File: config.mk
export PLATFORM = sky130hd
export DESIGN_NAME = deadline_monotonic_scheduler
export DESIGN_NICKNAME = d
export VERILOG_FILES = /design/src/dms_pkg.sv /design/src/dms_decide.sv /design/src/deadline_monotonic_scheduler.sv
export SDC_FILE = /design/constraint.sdc
export NUM_CORES = 1
export LEC_CHECK = 0
export BUFFER_PORTS_ARGS = -buffer_cell sky130_fd_sc_hd__buf_4
export CAP_MARGIN = 40
export CORE_MARGIN = 4
export CORE_UTILIZATION = 36
export DETAILED_ROUTE_END_ITERATION = 8
export PLACE_DENSITY = 0.62
export SLEW_MARGIN = 20
export SYNTH_ARGS = -nofsm -noshare
export SYNTH_HDL_FRONTEND = slang
export SYNTH_SLANG_ARGS = --single-unit
File: constraint.sdc
create_clock -name clk -period 13.12 [get_ports clk]
set_clock_uncertainty 0.15 [all_clocks]
set_input_delay 0 -clock clk [delete_from_list [all_inputs] [get_ports clk]]
set_output_delay 0 -clock clk [all_outputs]
set_load 0.05 [all_outputs]
File: src/dms_pkg.sv
package dms_pkg;

	localparam int TIME_BITS = 31;
	localparam int ID_BITS   = 16;

	typedef logic [TIME_BITS-1:0] tick_t;
	typedef logic [ID_BITS-1:0]   tid_t;

	localparam tick_t TICK_MAX = {TIME_BITS{1'b1}};

	localparam logic [1:0] OUTCOME_MISS  = 2'd0;
	localparam logic [1:0] OUTCOME_IDLE  = 2'd1;
	localparam logic [1:0] OUTCOME_NO_RT = 2'd2;
	localparam logic [1:0] OUTCOME_SCHED = 2'd3;

	typedef struct packed {
		tick_t      now_tick;
		logic       from_release_queue;
		tick_t      release_tick;
		tid_t       thread_id;
		logic       rt_thread;
		tick_t      relative_deadline;
		tick_t      absolute_deadline;
		tick_t      remaining_ticks;
		logic       last_entry;
	} sched_in_t;

	typedef struct packed {
		logic [1:0] outcome;
		tid_t       chosen_thread;
		tick_t      granted_ticks;
	} sched_out_t;

	// running minima of one round
	typedef struct packed {
		logic  runnable_seen;
		logic  miss_found;
		tid_t  miss_id;
		logic  best_found;
		tid_t  best_id;
		tick_t best_rel_deadline;
		tick_t best_abs_deadline;
		tick_t best_remaining;
		tick_t earliest_release;
	} round_state_t;

	localparam round_state_t ROUND_RESET = '{
		runnable_seen:     1'b0,
		miss_found:        1'b0,
		miss_id:           '0,
		best_found:        1'b0,
		best_id:           '0,
		best_rel_deadline: '0,
		best_abs_deadline: '0,
		best_remaining:    '0,
		earliest_release:  TICK_MAX
	};

	function automatic tick_t gap_after(input tick_t tick, input tick_t now);
		gap_after = (tick > now) ? tick - now : '0;
	endfunction

endpackage

File: src/dms_decide.sv
module dms_decide (
	input  dms_pkg::round_state_t st,
	input  dms_pkg::tick_t        now,
	output dms_pkg::sched_out_t   res
);

	dms_pkg::tick_t dgap;
	dms_pkg::tick_t pgap;
	dms_pkg::tick_t grant;

	assign dgap = dms_pkg::gap_after(st.best_abs_deadline, now);
	assign pgap = dms_pkg::gap_after(st.earliest_release, now);

	always_comb begin
		grant = st.best_remaining;
		if (dgap < grant) begin
			grant = dgap;
		end
		if (pgap < grant) begin
			grant = pgap;
		end
	end

	always_comb begin
		if (st.miss_found) begin
			res.outcome       = dms_pkg::OUTCOME_MISS;
			res.chosen_thread = st.miss_id;
			res.granted_ticks = '0;
		end else if (!st.runnable_seen) begin
			res.outcome       = dms_pkg::OUTCOME_IDLE;
			res.chosen_thread = '0;
			res.granted_ticks = pgap;
		end else if (!st.best_found) begin
			res.outcome       = dms_pkg::OUTCOME_NO_RT;
			res.chosen_thread = '0;
			res.granted_ticks = '0;
		end else begin
			res.outcome       = dms_pkg::OUTCOME_SCHED;
			res.chosen_thread = st.best_id;
			res.granted_ticks = grant;
		end
	end

endmodule

File: src/deadline_monotonic_scheduler.sv
// An accepted descriptor is registered in item_s1; when a last_entry item advances,
// the round's result is registered in out_q, and a held result stalls that item in item_s1.
// Throughput: one descriptor per cycle; a held result only stalls a last_entry item.
// Reset: arst_n clears the running minima (earliest release to all ones) and
// empties the input and result registers.
module deadline_monotonic_scheduler (
	input  logic                 clk,
	input  logic                 arst_n,
	input  logic                 in_valid,
	output logic                 in_ready,
	input  dms_pkg::sched_in_t   in_data,
	output logic                 out_valid,
	input  logic                 out_ready,
	output dms_pkg::sched_out_t  out_data
);

	logic                   valid_s1;
	dms_pkg::sched_in_t     item_s1;
	dms_pkg::round_state_t  state_q;
	dms_pkg::round_state_t  state_nx;
	dms_pkg::sched_out_t    res;
	dms_pkg::sched_out_t    out_q;
	logic                   out_valid_q;
	logic                   adv_s1;
	logic                   runnable;
	logic                   take_best;

	assign adv_s1   = valid_s1 && (!item_s1.last_entry || !out_valid_q || out_ready);
	assign in_ready = !valid_s1 || adv_s1;

	always_ff @(posedge clk or negedge arst_n) begin
		if (!arst_n) begin
			valid_s1 <= 1'b0;
		end else if (in_ready) begin
			valid_s1 <= in_valid;
		end
	end

	always_ff @(posedge clk) begin
		if (in_ready && in_valid) begin
			item_s1 <= in_data;
		end
	end

	assign runnable = !(item_s1.from_release_queue &&
		item_s1.release_tick > item_s1.now_tick);

	assign take_best = item_s1.rt_thread && (!state_q.best_found ||
		item_s1.relative_deadline < state_q.best_rel_deadline ||
		(item_s1.relative_deadline == state_q.best_rel_deadline &&
		 item_s1.thread_id < state_q.best_id));

	always_comb begin
		state_nx = state_q;
		if (!runnable) begin
			if (item_s1.release_tick < state_q.earliest_release) begin
				state_nx.earliest_release = item_s1.release_tick;
			end
		end else begin
			state_nx.runnable_seen = 1'b1;
			if (item_s1.absolute_deadline <= item_s1.now_tick &&
			    (!state_q.miss_found || item_s1.thread_id < state_q.miss_id)) begin
				state_nx.miss_found = 1'b1;
				state_nx.miss_id    = item_s1.thread_id;
			end
			if (take_best) begin
				state_nx.best_found        = 1'b1;
				state_nx.best_id           = item_s1.thread_id;
				state_nx.best_rel_deadline = item_s1.relative_deadline;
				state_nx.best_abs_deadline = item_s1.absolute_deadline;
				state_nx.best_remaining    = item_s1.remaining_ticks;
			end
		end
	end

	dms_decide u_decide (
		.st  (state_nx),
		.now (item_s1.now_tick),
		.res (res)
	);

	always_ff @(posedge clk or negedge arst_n) begin
		if (!arst_n) begin
			state_q <= dms_pkg::ROUND_RESET;
		end else if (adv_s1) begin
			state_q <= item_s1.last_entry ? dms_pkg::ROUND_RESET : state_nx;
		end
	end

	always_ff @(posedge clk or negedge arst_n) begin
		if (!arst_n) begin
			out_valid_q <= 1'b0;
		end else if (adv_s1 && item_s1.last_entry) begin
			out_valid_q <= 1'b1;
		end else if (out_ready) begin
			out_valid_q <= 1'b0;
		end
	end

	always_ff @(posedge clk) begin
		if (adv_s1 && item_s1.last_entry) begin
			out_q <= res;
		end
	end

	assign out_valid = out_valid_q;
	assign out_data  = out_q;

	a_round_clears: assert property (@(posedge clk) disable iff (!arst_n)
		adv_s1 && item_s1.last_entry |=>
		!state_q.runnable_seen && !state_q.miss_found && !state_q.best_found)
		else $error("round state not cleared after decision");

	a_no_overwrite: assert property (@(posedge clk) disable iff (!arst_n)
		valid_s1 && item_s1.last_entry && out_valid_q && !out_ready |-> !in_ready)
		else $error("pending result would be overwritten");

	a_idle_id_zero: assert property (@(posedge clk) disable iff (!arst_n)
		out_valid_q && (out_q.outcome == dms_pkg::OUTCOME_IDLE ||
		out_q.outcome == dms_pkg::OUTCOME_NO_RT) |-> out_q.chosen_thread == '0)
		else $error("thread id set on idle or no real-time outcome");

	a_miss_no_grant: assert property (@(posedge clk) disable iff (!arst_n)
		out_valid_q && (out_q.outcome == dms_pkg::OUTCOME_MISS ||
		out_q.outcome == dms_pkg::OUTCOME_NO_RT) |-> out_q.granted_ticks == '0)
		else $error("time granted on miss or no real-time outcome");

endmodule
==> run metrics, run 1 <==
CP max stage delay=0.63 ns; CTS tree=built; die height=264 um; async set-reset flop share out of synthesis=41.9%; final setup vio count=0; CP Capture Type=register; total core area=0.0648 mm^2; endpoints failing hold=0; clk root buf=clkbuf_16; Routed WL=74500 um; post-synthesis cell type count=82; Synth Register Bits=384; fmax=85.7 MHz; Main synth FF type=edfxtp_1; Clock Path Buffers=3; pin count of the biggest net entering global routing=78; slowest CP cell=a21oi_2; Slew Viols, Final=0; Arrival @ worst endpoint=11.85 ns; Vias=20043; normalized max-slew margin=42.3%; Pwr Density=150 mW/mm^2; total gr overflow=0; CTS buffer count=46; most frequent cells in the layout=dlygate4sd3_1, ha_1, buf_4; DRC=0; total power=4.74 mW; leading cell type in the layout, fill and taps excluded=dlygate4sd3_1; Synth Instances=2260; mux share of post-synthesis cell area=1.62%; critical path startpoint category=register; I/O pins=229; die span in x=264 um; Clock Pin Slew Worst Setup and Hold Paths=0.07 ns; max-cap viol count=0; Routed wire per std cell=20.0 um; layout cells sized above 1=14.8%; XOR/XNOR Fraction of Synth Area=1.78%; post-DP HPWL=53900 um; Synth Area in Compound Gates=20.5%; Inst Count DP=3288; critical path fanouts, max=29; VDD IR max=87.1 uV; GPL Wtd Cong=0.930; initial DRC count=1379; Lkg Pwr=14.0 nW; Final Cycle Share=89.0%; Crit path required time=13.30 ns; worst skew pair latency=0.59 ns; antenna violations before repair=0; Final ANT Viol Nets=0; post-synthesis simple-gate area fraction=11.6%; first-pass GRT wire length=116000 um; Yosys warnings=0; post-CTS sizing=0; clock sink count=384; final hold slack=0.0197 ns; final cell count without fillers=3726; drt via density=5.38; syn_nets=2716; sequential share of the synthesized area=45.5%; row cnt=93; kind of critical path=reg -> reg; Post-CTS Setup Bufs=0; largest family of logic cells by synthesized area=compound AO/OA/AOI/OAI gates; min Tclk post-route=11.67 ns; Synth Area per Inst=10.5 um^2; Final TNS setup=0 ns; area growth from synthesis to layout=33.3%; status=finished clean; Post-Syn Area=0.0237 mm^2; post-synthesis adder-cell area fraction=14.8%; Filler cells=5738; # H-tree levels=2; Port Buf Inserts=228; number of synthesized flops with an enable pin=223; GRT Util Overall=20.7%; vias in the first global route=20546; Nets=3288; worst-margin pin slew=0.860 ns; die area=0.0699 mm^2; Hold Path Class=in -> reg; number of hold buffers added after CTS=349; Pre-antenna DRT Iters=5; RSZ-0062 raised after global routing=false; Starting Density=36.5%
## logic make-up (layout without fill, tap and decap cells)
kind of cell	after synthesis	in the layout
AND/OR/NAND/NOR	582	582
AO/OA/AOI/OAI	672	672
flip-flops	384	384
buffers and inverters	258	868
other	0	1
multiplexers	38	38
adder cells (fa/ha/maj)	278	278
XOR/XNOR	48	48
## power breakdown
part,switching (mW),internal (mW)
clock,0.564,0.761
combinational,1.14,0.751
sequential,0.0891,1.44
total,1.79,2.95
## worst max-delay path: cells and delay by family (launching register included)
family | cells | cell delay [ns]
AO/OA/AOI/OAI | 22 | 6.22
adder cells (fa/ha/maj) | 4 | 1.45
buffers and inverters | 2 | 0.91
flip-flops | 1 | 0.41
AND/OR/NAND/NOR | 11 | 2.25
## registers in the layout, summed over array words and instances (netlist names)
signal     flops
item_s1      174
out_valid      1
state_q      159
valid_s1       1
out_data      49
## through the flow
step | area (um^2) | utilization, % | setup slack (ns)
3_3_place_gp | 26300 | 40.6 | 1.72
6_report | 31600 | 48.7 | 1.45
2_1_floorplan | 23700 | - | 3.16
5_1_grt | 31600 | 48.7 | 0.602
4_1_cts | 31500 | 48.6 | 1.54
3_5_place_dp | 26400 | 40.8 | 1.59
## layout make-up
| class | instances | area, um^2 | area share (%) |
|---|---|---|---|
| Sequential cell | 384 | 10800 | 34.1 |
| Antenna cell | 1 | 2.50 | 0.00793 |
| Multi-Input combinational cell | 1618 | 11900 | 37.8 |
| Clock buffer | 53 | 1220 | 3.86 |
| Tap cell | 855 | 1070 | 3.39 |
| Clock inverter | 33 | 365 | 1.16 |
| Timing Repair Buffer | 610 | 5560 | 17.6 |
| Inverter | 172 | 646 | 2.05 |
## per-layer routing
| metal | GRT usage [%] | wire length (um) | part of all wire (%) | vias to the layer above |
|---|---|---|---|---|
| met2 | 34.7 | 35000 | 47 | 550 |
| met5 | 0 | 0 | 0 | - |
| met3 | 2.43 | 3350 | 4.5 | 118 |
| li1 | - | - | - | 9609 |
| met1 | 28.2 | 33900 | 45 | 9766 |
| met4 | 6.28 | 2270 | 3.0 | 0 |
## synthesized netlist by cell type (32+ instances only)
| library cell | n | share of area (%) |
|---|---|---|
| ha_1 | 276 | 15 |
| nand2_1 | 250 | 4.0 |
| edfxtp_1 | 223 | 28 |
| inv_1 | 171 | 2.7 |
| o21ai_0 | 138 | 2.9 |
| dfrtp_1 | 130 | 14 |
| a21oi_1 | 129 | 2.7 |
| nor2_1 | 93 | 1.5 |
| a21o_1 | 82 | 2.6 |
| a22o_1 | 77 | 2.8 |
| nand3_1 | 58 | 1.2 |
| clkbuf_1 | 54 | 0.86 |
| nand4_1 | 44 | 1.2 |
| mux2i_1 | 35 | 1.5 |
| a211oi_1 | 32 | 1.0 |
| o22a_1 | 32 | 1.2 |
## path summary, 6_finish.rpt
check                        startpoint            to  slack [ns]  cells after the start
max                         item_s1[81]   out_data[4]        1.45                     39
min                        in_data[169]  item_s1[169]        0.02                      2
max reg2reg                 item_s1[81]   out_data[4]        1.45                     39
min reg2reg                 state_q[43]   state_q[43]        0.33                      2
max in group asynchronous        arst_n    state_q[3]       11.62                      5
min in group asynchronous        arst_n  state_q[112]        0.43                      4
Power figures use the tool's default switching activity.
==> inputs of run 2 (changes only) <==
Settings changed: CORE_ASPECT_RATIO set to 0.8.
==> run 2 against run 1 <==
  * Routed wire length increased by 2.1%
  * Sequential share of layout area barely moved
  * Via count grew 0.22%
  * Die area about the same
  * Non-clock buffer count fell by 6
  * Register-to-register slack got worse by 0.51 ns
  * Final cell count shrank 0.40%
  * Core utilization is 0.054 points higher
  * Critical path depth increased by 5
  * First-iteration DRC count up 22%
  * Setup slack got worse by 0.51 ns
==> run metrics, run 2 (same netlist as run 1, synthesis figures left out) <==
status=finished clean (unchanged); max reg flops=174 (unchanged); CTS tree=built (unchanged); Met2 Wirelength=33000 um (was 35000 um); normalized max-slew margin=39.6% (was 42.3%); Hold Path Class=in -> reg (unchanged); Arrival @ worst endpoint=12.45 ns (was 11.85 ns); worst-margin pin slew=0.906 ns (was 0.860 ns); WL met1=36700 um (was 33900 um); uppermost layer routed=met4 (unchanged); DRC=0 (unchanged); Worst R2R Setup Slack=0.94 ns (was 1.45 ns); GPL Wtd Cong=0.921 (was 0.930); hold depth=2 (unchanged); Final TNS setup=0 ns (unchanged); Multi-input gate area=0.0119 mm^2 (about the same); Top reg by flops=item_s1 (unchanged); switching power=1.78 mW (was 1.79 mW); part of the power in registers=31.8% (was 32.2%); endpoints failing hold=0 (unchanged); VDD IR max=80.9 uV (was 87.1 uV); Final ANT Viol Nets=0 (unchanged); CP dominant cell by count=a21o_1; Routed wire per std cell=20.5 um (was 20.0 um); DR WL met3=4610 um (was 3350 um); Port Buf Inserts=228 (unchanged); layout cells sized above 1=14.6% (was 14.8%); I/O pins=229 (unchanged); min Tclk post-route=12.18 ns (was 11.67 ns); pin count of the biggest net entering global routing=64 (was 78); clock network fraction of total power=28.2% (was 27.9%); drt via density=5.41 (was 5.38); final setup vio count=0 (unchanged); Switching Fraction=37.2% (was 37.8%); Filler cells=5812 (was 5738); total gr overflow=0 (unchanged); Pre-antenna DRT Iters=5 (unchanged); leading cell type in the layout, fill and taps excluded=dlygate4sd3_1 (unchanged); post-DP HPWL=55200 um (was 53900 um); die height=237 um (was 264 um); # H-tree levels=2 (unchanged); CP Capture Type=register (unchanged); final cell count without fillers=3711 (was 3726); Pwr Density=152 mW/mm^2 (was 150 mW/mm^2); antenna violations before repair=1 (was 0); fmax=82.1 MHz (was 85.7 MHz); Lkg Pwr=14.0 nW (about the same); GRT Util Overall=21.2% (was 20.7%); max-cap viol count=0 (unchanged); vias in the first global route=19958 (was 20546); critical path fanouts, max=32 (was 29); CP max stage delay=0.71 ns (was 0.63 ns); internal power=3.01 mW (was 2.95 mW); Clock Pin Slew Worst Setup and Hold Paths=0.06 ns (was 0.07 ns); worst skew pair latency=0.58 ns (was 0.59 ns); first-pass GRT wire length=116000 um (about the same); Vias=20087 (was 20043); area growth from synthesis to layout=33.2% (was 33.3%); slowest CP cell=o22ai_4 (was a21oi_2); most frequent cells in the layout=dlygate4sd3_1, ha_1, buf_4 (unchanged); reg2reg end=out_data[4] (unchanged); Crit path required time=13.39 ns (was 13.30 ns); reg2reg start=item_s1[156] (was item_s1[81]); CTS buffer count=44 (was 46); Inst Count DP=3283 (was 3288); initial DRC count=1679 (was 1379); path depth of the worst reg2reg path=44 (was 39); hold_sp=in_data[13] (was in_data[169]); row cnt=83 (was 93); Starting Density=36.6% (was 36.5%); Final Cycle Share=92.8% (was 89.0%); clk root buf=clkbuf_16 (unchanged); Routed WL=76100 um (was 74500 um); die area=0.0700 mm^2 (was 0.0699 mm^2); RSZ-0062 raised after global routing=false (unchanged); Comb pwr share=40.1% (was 39.9%); Post-CTS Setup Bufs=0 (unchanged); kind of critical path=reg -> reg (unchanged); total core area=0.0647 mm^2 (was 0.0648 mm^2); Seq. cell area=0.0108 mm^2 (unchanged); Clock Path Buffers=3 (unchanged); critical path startpoint category=register (unchanged); Hold Path Sink=item_s1[13] (was item_s1[169]); die span in x=295 um (was 264 um); Nets=3280 (was 3288); clock sink count=384 (unchanged); Slew Viols, Final=0 (unchanged)
run 2: changes by cell type in the layout (fill, tap and decap cells not counted), sizes merged:
cell         change
inv              -1
clkbuf           -3
clkinv           -6
bufinv           +5
clkinvlp         +1
dlygate4sd3      -6
run 2: layout make-up:
| cell class | instances | share of cell area (%) |
|---|---|---|
| Antenna cell | 1 | 0.00793 |
| Tap cell | 850 | 3.37 |
| Clock inverter | 32 | 1.30 |
| Timing Repair Buffer | 604 | 17.6 |
| Sequential cell | 384 | 34.1 |
| Clock buffer | 50 | 3.66 |
| Inverter | 172 | 2.05 |
| Multi-Input combinational cell | 1618 | 37.9 |
run 2: layer usage:
metal,global-route usage [%],vias up
li1,-,9588
met1,31.7,9736
met2,32.2,654
met3,3.26,109
met4,5.46,0
met5,0,-
run 2: worst max-delay path, delay by kind of cell (launching register included):
| kind | cells | cell delay, ns |
|---|---|---|
| AOI/OAI and AO/OA | 24 | 6.96 |
| buffers and inverters | 7 | 1.50 |
| and+or+nand+nor | 8 | 1.27 |
| adders and majority gates | 4 | 1.26 |
| muxes | 1 | 0.47 |
| DFF | 1 | 0.33 |
run 2: how the worst max path moves through the flow:
stage | slack (ns) | startpoint | endpoint
final | 0.94 | item_s1[156] | out_data[4]
after global routing | 0.05 | item_s1[156] | out_data[16]
after CTS | 1.04 | item_s1[148] | out_data[16]
after detailed placement | 1.09 | item_s1[148] | out_data[16]
after global placement | 1.12 | item_s1[85] | out_data[3]
after floorplan | 3.16 | item_s1[102] | out_data[30]
run 2: repair_timing:
action / CTS / global route
resized for setup: 0 / 0
hold endpoints to repair: 364 / 0
hold buffers: 343 / 0
run 2: power by group through the flow:
stage	Clock (mW)	Sequential [mW]	Combinational [mW]
global route	1.43	1.54	2.11
detailed placement	0	1.54	1.80
floorplan	0	1.58	1.20
CTS	1.38	1.52	1.89
finish	1.35	1.52	1.92
global placement	0	1.54	1.76
run 2: metrics by stage:
step                      cell area (um^2)  hold slack (ns)  power, mW  worst slack, ns  util, %
final                                31500           0.0316       4.80            0.940     48.8
after global routing                 31500           0.0162       5.08           0.0527     48.8
after CTS                            31500          0.00150       4.79             1.04     48.7
after detailed placement             26500           -0.211       3.34             1.09     41.0
after global placement               26300           0.0281       3.30             1.12     40.7
after floorplan                      23700           -0.446       2.78             3.16        -
